$ cat src/ffa_pkg.sv
// ----------------------------------------------------------------------------
// ffa_pkg
// Shared codes and types for the first-fit block allocator.
// ----------------------------------------------------------------------------
package ffa_pkg;

   // request kinds
   typedef enum logic [1:0] {
      OP_ALLOC  = 2'd0,
      OP_DROP   = 2'd1,
      OP_CLEAR  = 2'd2,
      OP_UNUSED = 2'd3
   } op_type;

   // result codes
   typedef enum logic [2:0] {
      STAT_OK        = 3'd0,
      STAT_NO_SPACE  = 3'd1,
      STAT_NOT_FOUND = 3'd2,
      STAT_FULL      = 3'd3,
      STAT_ZERO_SIZE = 3'd4
   } status_type;

   // sequencer states
   typedef enum logic [2:0] {
      ST_IDLE,
      ST_SCAN,
      ST_TAIL,
      ST_INS_SH,
      ST_INS_WR,
      ST_DEL_SH,
      ST_RESP
   } state_type;

endpackage

$ cat src/first_fit_block_allocator.sv
// A zero-size, full-table, clear or unused request and a drop on an empty table go
// straight to the result; an allocate scans the table and the room after it, then shifts
// entries up and writes, and a drop scans and shifts down, one table entry read per cycle.
// One item is in work at a time; the next is taken in the cycle after its result is
// loaded, and a finished result waits in the output register.
// Reset (synchronous): empty table, capacity 65536, no result pending.
// ----------------------------------------------------------------------------
// first_fit_block_allocator
// First-fit allocator over one pool, block table kept in address order.
// ----------------------------------------------------------------------------
module first_fit_block_allocator #(
   parameter int MAX_BLOCKS  = 64,
   parameter int OFFSET_BITS = 16
) (
   input  logic                    clock,
   input  logic                    reset,
   input  logic                    csr_wr_en,
   input  logic [OFFSET_BITS:0]    csr_wr_data,
   input  logic                    req_valid,
   output logic                    req_stall,
   input  logic [1:0]              req_op,
   input  logic [OFFSET_BITS:0]    req_alloc_size,
   input  logic [OFFSET_BITS-1:0]  req_block_offset,
   output logic                    rsp_valid,
   input  logic                    rsp_stall,
   output logic [OFFSET_BITS-1:0]  rsp_granted_offset,
   output logic [2:0]              rsp_status
);
   import ffa_pkg::*;

   localparam int IW = (MAX_BLOCKS > 1) ? $clog2(MAX_BLOCKS) : 1;
   localparam int CW = $clog2(MAX_BLOCKS + 1);
   localparam int EW = OFFSET_BITS + 2;
   localparam int DW = 2 * OFFSET_BITS + 1;

   state_type             state_ff, state_in;
   logic [OFFSET_BITS:0]  cap_ff;
   logic [CW-1:0]         cnt_ff, cnt_in;
   logic [IW-1:0]         ptr_ff, ptr_in;
   logic [IW-1:0]         pos_ff, pos_in;
   logic [EW-1:0]         edge_ff, edge_in;
   op_type                op_ff, op_in;
   logic [OFFSET_BITS:0]  size_ff, size_in;
   logic [OFFSET_BITS-1:0] off_ff, off_in;
   status_type            stat_ff, stat_in;
   logic [OFFSET_BITS-1:0] grant_ff, grant_in;
   logic                  rsp_valid_ff;
   logic [OFFSET_BITS-1:0] rsp_grant_ff;
   status_type            rsp_stat_ff;

   logic                  wr_en;
   logic [IW-1:0]         wr_addr;
   logic [DW-1:0]         wr_data;
   logic [DW-1:0]         rd_data;
   logic [OFFSET_BITS-1:0] ent_start;
   logic [OFFSET_BITS:0]  ent_len;
   logic [EW-1:0]         cap_eff, s_ext, size_ext, ent_end;
   logic                  last_ent, fit_here, fit_tail, rsp_load, req_take;

   ffa_mem #(.DEPTH(MAX_BLOCKS), .WIDTH(DW), .AW(IW)) u_mem (
      .clock   (clock),
      .wr_en   (wr_en),
      .wr_addr (wr_addr),
      .wr_data (wr_data),
      .rd_addr (ptr_in),
      .rd_data (rd_data)
   );

   // entry fields and fit checks
   always_comb begin
      ent_start = rd_data[DW-1 -: OFFSET_BITS];
      ent_len   = rd_data[OFFSET_BITS:0];
      if (cap_ff > {1'b1, {OFFSET_BITS{1'b0}}}) begin
         cap_eff = EW'({1'b1, {OFFSET_BITS{1'b0}}});
      end else begin
         cap_eff = EW'(cap_ff);
      end
      s_ext    = EW'(ent_start);
      size_ext = EW'(size_ff);
      ent_end  = s_ext + EW'(ent_len);
      last_ent = (CW'(ptr_ff) + CW'(1)) == cnt_ff;
      fit_here = (s_ext >= edge_ff) && ((s_ext - edge_ff) >= size_ext)
                 && ((edge_ff + size_ext) <= cap_eff);
      fit_tail = (cap_eff >= edge_ff) && ((cap_eff - edge_ff) >= size_ext);
   end

   assign req_stall = (state_ff != ST_IDLE);
   assign req_take  = req_valid && !req_stall;
   assign rsp_load  = (state_ff == ST_RESP) && (!rsp_valid_ff || !rsp_stall);

   // sequencer next state
   always_comb begin
      state_in = state_ff;
      cnt_in   = cnt_ff;
      ptr_in   = ptr_ff;
      pos_in   = pos_ff;
      edge_in  = edge_ff;
      op_in    = op_ff;
      size_in  = size_ff;
      off_in   = off_ff;
      stat_in  = stat_ff;
      grant_in = grant_ff;
      wr_en    = 1'b0;
      wr_addr  = ptr_ff;
      wr_data  = rd_data;
      case (state_ff)
         ST_IDLE: begin
            ptr_in = '0;
            if (req_take) begin
               op_in    = op_type'(req_op);
               size_in  = req_alloc_size;
               off_in   = req_block_offset;
               edge_in  = '0;
               grant_in = '0;
               stat_in  = STAT_OK;
               state_in = ST_RESP;
               case (op_type'(req_op))
                  OP_ALLOC: begin
                     if (req_alloc_size == '0) begin
                        stat_in = STAT_ZERO_SIZE;
                     end else if (cnt_ff == CW'(MAX_BLOCKS)) begin
                        stat_in = STAT_FULL;
                     end else if (cnt_ff == '0) begin
                        state_in = ST_TAIL;
                     end else begin
                        state_in = ST_SCAN;
                     end
                  end
                  OP_DROP: begin
                     if (cnt_ff == '0) begin
                        stat_in = STAT_NOT_FOUND;
                     end else begin
                        state_in = ST_SCAN;
                     end
                  end
                  OP_CLEAR: begin
                     cnt_in = '0;
                  end
                  default: begin
                  end
               endcase
            end
         end
         // walk the table, one entry per cycle
         ST_SCAN: begin
            if (op_ff == OP_ALLOC) begin
               if (fit_here) begin
                  pos_in   = ptr_ff;
                  ptr_in   = IW'(cnt_ff - CW'(1));
                  state_in = ST_INS_SH;
               end else begin
                  if (ent_end > edge_ff) begin
                     edge_in = ent_end;
                  end
                  if (last_ent) begin
                     state_in = ST_TAIL;
                  end else begin
                     ptr_in = ptr_ff + IW'(1);
                  end
               end
            end else begin
               if (ent_start == off_ff) begin
                  pos_in = ptr_ff;
                  if (last_ent) begin
                     cnt_in   = cnt_ff - CW'(1);
                     state_in = ST_RESP;
                  end else begin
                     ptr_in   = ptr_ff + IW'(1);
                     state_in = ST_DEL_SH;
                  end
               end else if (last_ent) begin
                  stat_in  = STAT_NOT_FOUND;
                  state_in = ST_RESP;
               end else begin
                  ptr_in = ptr_ff + IW'(1);
               end
            end
         end
         // room after the last block
         ST_TAIL: begin
            if (fit_tail) begin
               pos_in   = IW'(cnt_ff);
               state_in = ST_INS_WR;
            end else begin
               stat_in  = STAT_NO_SPACE;
               state_in = ST_RESP;
            end
         end
         // move entries up by one, from the top down
         ST_INS_SH: begin
            wr_en   = 1'b1;
            wr_addr = ptr_ff + IW'(1);
            if (ptr_ff == pos_ff) begin
               state_in = ST_INS_WR;
            end else begin
               ptr_in = ptr_ff - IW'(1);
            end
         end
         ST_INS_WR: begin
            wr_en    = 1'b1;
            wr_addr  = pos_ff;
            wr_data  = {edge_ff[OFFSET_BITS-1:0], size_ff};
            cnt_in   = cnt_ff + CW'(1);
            grant_in = edge_ff[OFFSET_BITS-1:0];
            state_in = ST_RESP;
         end
         // move entries down by one, from the gap up
         ST_DEL_SH: begin
            wr_en   = 1'b1;
            wr_addr = ptr_ff - IW'(1);
            if (last_ent) begin
               cnt_in   = cnt_ff - CW'(1);
               state_in = ST_RESP;
            end else begin
               ptr_in = ptr_ff + IW'(1);
            end
         end
         ST_RESP: begin
            if (rsp_load) begin
               state_in = ST_IDLE;
            end
         end
         default: begin
            state_in = ST_IDLE;
         end
      endcase
   end

   // control registers
   always_ff @(posedge clock) begin
      if (reset) begin
         state_ff     <= ST_IDLE;
         cnt_ff       <= '0;
         cap_ff       <= {1'b1, {OFFSET_BITS{1'b0}}};
         rsp_valid_ff <= 1'b0;
      end else begin
         state_ff <= state_in;
         cnt_ff   <= cnt_in;
         if (csr_wr_en) begin
            cap_ff <= csr_wr_data;
         end
         if (rsp_load) begin
            rsp_valid_ff <= 1'b1;
         end else if (!rsp_stall) begin
            rsp_valid_ff <= 1'b0;
         end
      end
   end

   // working and result payload
   always_ff @(posedge clock) begin
      ptr_ff   <= ptr_in;
      pos_ff   <= pos_in;
      edge_ff  <= edge_in;
      op_ff    <= op_in;
      size_ff  <= size_in;
      off_ff   <= off_in;
      stat_ff  <= stat_in;
      grant_ff <= grant_in;
      if (rsp_load) begin
         rsp_grant_ff <= (stat_ff == STAT_OK) ? grant_ff : '0;
         rsp_stat_ff  <= stat_ff;
      end
   end

   assign rsp_valid          = rsp_valid_ff;
   assign rsp_granted_offset = rsp_grant_ff;
   assign rsp_status         = rsp_stat_ff;

   // checks
   a_cnt_bound: assert property (@(posedge clock) disable iff (reset)
      cnt_ff <= CW'(MAX_BLOCKS))
      else $error("block count above table depth");

   a_no_idle_write: assert property (@(posedge clock) disable iff (reset)
      (state_ff == ST_IDLE) |-> !wr_en)
      else $error("table write while idle");

   a_ins_order: assert property (@(posedge clock) disable iff (reset)
      (state_ff == ST_INS_SH) |-> (ptr_ff >= pos_ff))
      else $error("insert shift passed its slot");

   a_load_idle: assert property (@(posedge clock) disable iff (reset)
      rsp_load |=> (state_ff == ST_IDLE) && rsp_valid_ff)
      else $error("result load did not return to idle");

endmodule

$ cat src/ffa_mem.sv
// ----------------------------------------------------------------------------
// ffa_mem
// Block table memory: one write port, one read port, registered read data.
// ----------------------------------------------------------------------------
module ffa_mem #(
   parameter int DEPTH = 64,
   parameter int WIDTH = 33,
   parameter int AW    = 6
) (
   input  logic             clock,
   input  logic             wr_en,
   input  logic [AW-1:0]    wr_addr,
   input  logic [WIDTH-1:0] wr_data,
   input  logic [AW-1:0]    rd_addr,
   output logic [WIDTH-1:0] rd_data
);

   logic [WIDTH-1:0] mem [DEPTH];
   logic [WIDTH-1:0] rd_data_ff;

   // write port
   always_ff @(posedge clock) begin
      if (wr_en) begin
         mem[wr_addr] <= wr_data;
      end
   end

   // read port
   always_ff @(posedge clock) begin
      rd_data_ff <= mem[rd_addr];
   end

   assign rd_data = rd_data_ff;

endmodule
$ cat config.mk
export PLATFORM = sky130hd
export DESIGN_NAME = first_fit_block_allocator
export DESIGN_NICKNAME = d
export VERILOG_FILES = /design/src/ffa_pkg.sv /design/src/first_fit_block_allocator.sv /design/src/ffa_mem.sv
export SDC_FILE = /design/constraint.sdc
export NUM_CORES = 2
export LEC_CHECK = 0
export BUFFER_PORTS_ARGS = -buffer_cell sky130_fd_sc_hd__buf_4
export CAP_MARGIN = 20
export CORE_MARGIN = 1.5
export CORE_UTILIZATION = 40
export DETAILED_ROUTE_END_ITERATION = 6
export SLEW_MARGIN = 20
export SYNTH_ARGS = -nofsm -noshare
export SYNTH_HDL_FRONTEND = slang
export SYNTH_SLANG_ARGS = --single-unit
export TNS_END_PERCENT = 1
$ cat constraint.sdc
create_clock -name clock -period 5.8 [get_ports clock]
set_input_delay 1.16 -clock clock [delete_from_list [all_inputs] [get_ports clock]]
set_output_delay 1.16 -clock clock [all_outputs]
set_load 0.005 [all_outputs]
After elaboration in Yosys (flattened, before gate mapping)
Memories as Yosys holds them, arrays and structs flattened. A register that Yosys moved wholly into a read port is not among the register bits.
Index checks and enable logic that the tools add are counted.
{"block": "op_classes", "n_lt_le_gt_ge": 7, "n_addsub": 9, "mux": 56, "eq_ne": 29, "reduce_logical": 29}
{"operator": "18-bit two-way mux", "n": 4}
{"operator": "3-bit two-way mux", "n": 16}
{"operator": "6-bit two-way mux", "n": 8}
{"operator": "18-bit by 17-bit >= comparator with 1-bit output", "n": 2}
{"operator": "18-bit one-hot mux with 2 select lines", "n": 1}
{"operator": "7-bit two-way mux", "n": 5}
{"operator": "33-bit two-way mux", "n": 1}
{"operator": "16-bit one-hot mux with 2 select lines", "n": 1}
{"operator": "7-bit one-hot mux with 4 select lines", "n": 1}
{"operator": "2-bit inequality test (second input constant)", "n": 12}
{"operator": "6-bit one-hot mux with 4 select lines", "n": 1}
{"operator": "3-bit one-hot mux with 7 select lines", "n": 1}
{"operator": "16-bit by 17-bit adder with 18-bit output", "n": 1}
{"operator": "18-bit by 17-bit adder with 18-bit output", "n": 1}
{"operator": "16-bit by 18-bit >= comparator with 1-bit output", "n": 1}
{"operator": "18-bit >= comparator", "n": 1}
{"operator": "18-bit greater-than comparator", "n": 1}
{"operator": "18-bit <= comparator", "n": 1}
{"operator": "6-bit one-hot mux with 3 select lines", "n": 1}
{"operator": "16-bit by 18-bit subtractor with 18-bit output", "n": 1}
{"operator": "18-bit subtractor", "n": 1}
{"operator": "17-bit greater-than comparator (second input constant)", "n": 1}
{"operator": "17-bit zero test", "n": 1}
{"operator": "17-bit two-way mux", "n": 1}
{"operator": "37 further kinds", "n": 65}
{"block": "word_totals", "ramBits": 2112, "n_memories": 1, "reg_bits": 131, "out_inout_bits": 21, "elab_cells": 145, "inputBits": 57}
{"name": "u_mem.mem", "words": 64, "width": 33, "read_ports": 1, "rd_clocked_by_memory_dff": 1, "write_ports": 1, "line": "ffa_mem.sv:18", "text": "logic [WIDTH-1:0] mem [DEPTH];"}

Depth between registers and ports, before layout
{"block": "logic_depth", "depth_word": 7, "depth_mapped": 35, "ltp_nobuf": 31}

By module
Synthesis repeated with hierarchy kept, for this count alone.
{"block": "hier_totals", "hier_cells": 4809, "area_unflattened_um2": 92291.0}
{"mod": "ffa_mem", "n_inst": 1, "cells_per_inst": 3521, "seq_area_each_um2": 64081.5, "area_per_inst_um2": 80828.8}
{"mod": "first_fit_block_allocator", "n_inst": 1, "cells_per_inst": 1288, "seq_area_each_um2": 3593.4, "area_per_inst_um2": 11462.2}

Least setup slack after synthesis
OpenSTA, ideal clock, no wires.
{"block": "synth_path", "path_type": "flip-flop to flip-flop", "start": "register edge_ff[0]", "end": "register u_mem.rd_data_ff[31], in the netlist u_mem.rd_data[31], read port of u_mem.mem", "path_stages_with_launch": 35, "n_path_buf": 3, "synth_period_minus_slack_ns": 6.129, "arrival_ns": 5.995, "setup_time_ns": 0.134, "setup_slack_ns": -0.329, "required_ns": 5.666, "path_cell_list": "edfxtp_1 > ha_1 > inv_1 > fa_1 > nor2b_1 > o21ai_0 > a21boi_0 > o21ai_0 > a21boi_0 > o21ai_0 > a21boi_0 > o21ai_0 > nand2b_1 > a31oi_1 > o21bai_1 > a21oi_1 > xnor2_1 > ha_1 > nand4_1 > nor3_1 > o2bb2ai_1 > a31oi_1 > a311oi_2 > and4_1 > a31oi_1 > and2_1 > buf_2 > inv_2 > clkbuf_1 > clkbuf_1 > mux2i_1 > o22ai_1 > a211oi_1 > nor2_1 > or4_1"}
{"block": "synth_via", "elab_chain_cells": 7, "word_cells_on_any_way": 10, "classes_between": "add/sub (2); order compare (3); mux (3); reduce/logical (2)"}
{"item": "start: declaration", "line": "first_fit_block_allocator.sv:41", "text": "logic [EW-1:0] edge_ff, edge_in;"}
{"item": "start signal: assignment", "line": "first_fit_block_allocator.sv:254", "text": "edge_ff <= edge_in;"}
{"item": "16-bit by 18-bit subtractor with 18-bit output", "line": "first_fit_block_allocator.sv:82", "text": "fit_here = (s_ext >= edge_ff) && ((s_ext - edge_ff) >= size_ext)"}
{"item": "18-bit by 17-bit >= comparator with 1-bit output", "line": "first_fit_block_allocator.sv:82"}
{"item": "1-bit logical AND", "line": "first_fit_block_allocator.sv:82"}
{"item": "1-bit logical AND (*)", "line": "first_fit_block_allocator.sv:83", "text": "&& ((edge_ff + size_ext) <= cap_eff);"}
{"item": "6-bit two-way mux (*)", "line": "first_fit_block_allocator.sv:147", "text": "if (fit_here) begin"}
{"item": "6-bit two-way mux (*)", "line": "first_fit_block_allocator.sv:146", "text": "if (op_ff == OP_ALLOC) begin"}
{"item": "6-bit one-hot mux with 4 select lines (*)", "line": "first_fit_block_allocator.sv:106", "text": "case (state_ff)"}
{"item": "end: declaration", "line": "ffa_mem.sv:19", "text": "logic [WIDTH-1:0] rd_data_ff;"}
Every way passes the cells marked *; elsewhere a longest branch is shown, timed or not.
A chain may end at the register's enable or synchronous reset.

Worst setup path after layout
{"block": "layout_path", "start": "register edge_ff[0]", "end": "register u_mem.rd_data_ff[27], in the netlist u_mem.rd_data[27], read port of u_mem.mem"}
The elaborated chain is that of the path after synthesis.

==> flow_metrics.py <==
metrics = {
    "clocking": {
        "clockBufferDepth": 3,
        "cts_made_buffers": 226,
        "cts_sinks": 2276,
        "hold_buffers": 0,
        "clk_pin_slew_ns": 0.07,
        "cts_tree": "yes",
        "insertion_delay_ns": 0.89,
        "cts_root_buffer": "clkbuf_16",
        "cts_max_level": 4,
    },
    "finish": {
        "drive_gt1_frac": 0.182,
        "areaGrowthSynthToFinish_pct": 22.0,
        "fin_area_sq_um": 114000,
        "fill_cells": 19600,
        "layout.cells.non_filler": 11400,
        "nets": 8350,
        "layout_commonest_cell": "edfxtp_1",
        "final_cell_mix": "edfxtp_1 (2,209), nand2_1 (2,205), buf_4 (707)",
    },
    "setup_path": {
        "startpoint_type": "flip-flop",
        "required_ns": 6.54,
        "timing.rr.end": "u_mem.rd_data[27]$_DFF_P_",
        "reg2reg_depth": 38,
        "rrSetupSlack_ns": -1.04,
        "path_buf_inv": 9,
        "arrival_ns": 7.59,
        "worst_path_largest_cell_delay_ns": 0.49,
        "cp-end-kind": "flip-flop",
        "r2r-start": "edge_ff[0]$_SDFFCE_PN0P_",
        "critPathSlowestCell": "or4_1",
        "crit_family": "compound AO/OA/AOI/OAI gates",
        "worstSetupPathType": "flip-flop to flip-flop",
        "path_depth": 38,
        "path_max_fanout": 5,
    },
    "global_routing": {
        "grt_usage": 0.250,
        "grt_pass1_wl_mm": 431,
        "overflow": 0,
        "grt_max_degree": 65,
        "grt_pass1_vias": 62100,
        "antenna_found_initial": 22,
    },
    "timing": {
        "fin_crit_sh": 1.18,
        "fin_setup_tns_ns": -32.58,
        "worst_pin_slew_ns": 1.20,
        "grt_setup_unrepaired": "yes",
        "maxSlewHeadroom": 0.199,
        "hold_violations": 0,
        "period_minus_slack_ns": 6.84,
        "slew_violations": 0,
        "clock.fmax_mhz": 146,
        "setup_viol": 33,
        "clock_skew_ns": 0.0478,
        "setup_ws_ns": -1.04,
    },
    "placement": {
        "place_area_sq_um": 104000,
        "pre_cts_slack_ns": -1.55,
        "place_congestion": 0.922,
        "post-place-cells": 10900,
        "hpwl_mm": 181,
        "port_buffers": 77,
    },
    "yosys": {
        "synth_fa_ha_area_frac": 0.0197,
        "synth_area_sq_um": 93000,
        "netlist_instances": 7441,
        "synth_compound_area_frac": 0.0664,
        "yosys.area_share.xor_xnor": 0.00913,
        "synth_top_family_by_area": "simple AND/OR/NAND/NOR gates",
        "yosysWarnings": 0,
        "yosysSeqAreaShare": 0.727,
        "synth_area_per_cell_sq_um": 12.5,
        "synth_fp_nets": 7642,
        "synthMuxAreaShare": 0.00304,
        "synth_edf_count": 2209,
        "synthSimpleGateAreaFrac": 0.152,
        "synth_ff_type": "edfxtp_1",
        "postSynth.asyncResetShare": 0,
        "ys_types": 75,
        "yosys_register_bits": 2276,
    },
    "pwr": {
        "power_density_nw_per_um2": 500,
        "cellLeakagePower_nw": 40.3,
        "power.total_mw": 56.8,
        "peakVddDrop_v": 0.000577,
    },
    "worst_hold_path": {
        "worstHoldStart": "stat_ff[0]$_DFFE_PP_",
        "holdPathStages": 0,
        "hp-class": "flip-flop to flip-flop",
        "min_to": "rsp_status[0]$_DFFE_PP_",
    },
    "flow_run": {
        "cap_violations": 0,
    },
    "floorplan": {
        "die_w_microns": 485,
        "die_area_sq_um": 235000,
        "fp.coreArea_sq_um": 231000,
        "start_util": 0.404,
        "rows": 176,
        "ioPinCount": 78,
        "die_y_microns": 485,
    },
    "outcome": {
        "violations": "negative setup slack",
        "status": "finished, violations left",
    },
    "detailed_routing": {
        "drt_iter0_drc": 8108,
        "wl_mm": 301,
        "drc": 0,
        "dr_total_vias": 64900,
        "wl_per_cell_microns": 26.4,
        "avgViaCountPerCell": 5.70,
        "ant_nets": 0,
        "drt-pass1-iter-count": 6,
    },
}
## final cells by class
type | instances | area (sq um) | area share
clock inverters | 136 | 1510 | 0.0133
diodes | 7 | 17.5 | 0.000154
multi-input cells | 4653 | 25100 | 0.221
well taps | 3026 | 3790 | 0.0334
flip-flops and latches | 2276 | 67700 | 0.596
inverters | 95 | 380 | 0.00335
repair buffers | 897 | 9010 | 0.0794
clock buffers | 293 | 6060 | 0.0534
## cells by family after synthesis
logic type      count (synthesis)
buf+inv                       512
simple gates                 3290
fa+ha+maj                     144
xor+xnor                       97
compound gates               1094
flops                        2276
mux                            28
## per-layer routing
| metal | track usage | part of all wire | vias up |
|---|---|---|---|
| met1 | 0.343 | 0.40 | 32400 |
| met4 | 0.0962 | 0.041 | 12 |
| met3 | 0.0489 | 0.10 | 557 |
| li1 | - | - | 28600 |
| met2 | 0.392 | 0.45 | 3339 |
| met5 | 0 | 0.00029 | - |
## metrics by stage
stage	util	hold slack, ns
5_1_grt	0.492	0.426
6_report	0.492	0.453
3_5_place_dp	0.450	0.441
2_1_floorplan	-	0.427
3_3_place_gp	0.450	0.435
4_1_cts	0.491	0.401
## sequential cells by signal, summed over array words and instances, names as in the netlist
name                count
edge_ff                18
stat_ff                 3
cnt_ff                  7
off_ff                 16
u_mem.mem            2112
size_ff                17
ptr_ff                  6
grant_ff               16
rsp_granted_offset     16
rsp_status              3
state_ff                3
pos_ff                  6
rsp_valid               1
u_mem.rd_data          33
cap_ff                 17
op_ff                   2
## worst max path at each step
| stage | slack [ns] | from | to |
|---|---|---|---|
| after global placement | -1.73 | edge_ff[0]$_SDFFCE_PN0P_ | u_mem.rd_data[10]$_DFF_P_ |
| after global routing | -1.38 | edge_ff[0]$_SDFFCE_PN0P_ | u_mem.rd_data[3]$_DFF_P_ |
| after floorplan | 0.007 | edge_ff[0]$_SDFFCE_PN0P_ | u_mem.rd_data[31]$_DFF_P_ |
| after detailed placement | -1.55 | edge_ff[0]$_SDFFCE_PN0P_ | u_mem.rd_data[10]$_DFF_P_ |
| after CTS | -1.08 | edge_ff[0]$_SDFFCE_PN0P_ | u_mem.rd_data[5]$_DFF_P_ |
| final | -1.04 | edge_ff[0]$_SDFFCE_PN0P_ | u_mem.rd_data[27]$_DFF_P_ |
## Yosys cell counts (4+ instances only)
master / count / area share
nor3_1: 23 / 0.0012
buf_2: 92 / 0.0049
inv_1: 90 / 0.0036
a41oi_1: 4 / 0.00038
ha_1: 140 / 0.019
o22ai_1: 35 / 0.0024
a21o_1: 54 / 0.0044
mux2i_1: 26 / 0.0028
nor2_2: 4 / 0.00027
xnor2_1: 71 / 0.0067
nand2_1: 2208 / 0.089
xor2_1: 26 / 0.0024
nand2b_1: 14 / 0.00094
nor2_1: 171 / 0.0069
a311oi_1: 4 / 0.00038
o21ai_0: 68 / 0.0037
nand4_1: 148 / 0.010
a211oi_1: 15 / 0.0012
and3_1: 14 / 0.00094
o211ai_1: 7 / 0.00056
fa_1: 4 / 0.00086
clkbuf_1: 275 / 0.011
buf_1: 37 / 0.0015
o21a_1: 8 / 0.00065
or3_1: 9 / 0.00061
nor3b_1: 4 / 0.00032
nand3_1: 451 / 0.024
nand3_2: 4 / 0.00043
and4_1: 6 / 0.00056
nor2b_1: 14 / 0.00094
a21oi_1: 708 / 0.038
edfxtp_1: 2209 / 0.71
o221ai_1: 4 / 0.00038
a2111oi_0: 6 / 0.00056
buf_4: 11 / 0.00089
or4_1: 37 / 0.0030
a221oi_1: 5 / 0.00047
o31ai_1: 7 / 0.00056
a22oi_1: 4 / 0.00032
and2_1: 32 / 0.0022
nor4_1: 146 / 0.0098
a21boi_0: 7 / 0.00056
dfxtp_1: 67 / 0.014
a31oi_1: 115 / 0.0077
o21bai_1: 15 / 0.0012
## where the power goes
part           switching (mW)  internal, mW  leakage [nW]
Combinational            13.2          5.94          16.0
Clock                    6.47          8.43          3.67
Sequential              0.577          22.1          20.6
Total                    20.3          36.5          40.3
## what timing repair did
action | 4_1_cts | 5_1_grt
setup buffers | 58 | 10
resized for setup | 185 | 55
cloned | 12 | 0
pin swaps | 75 | 35
setup endpoints to repair | 33 | 58
(Power assumes the default switching activity.)
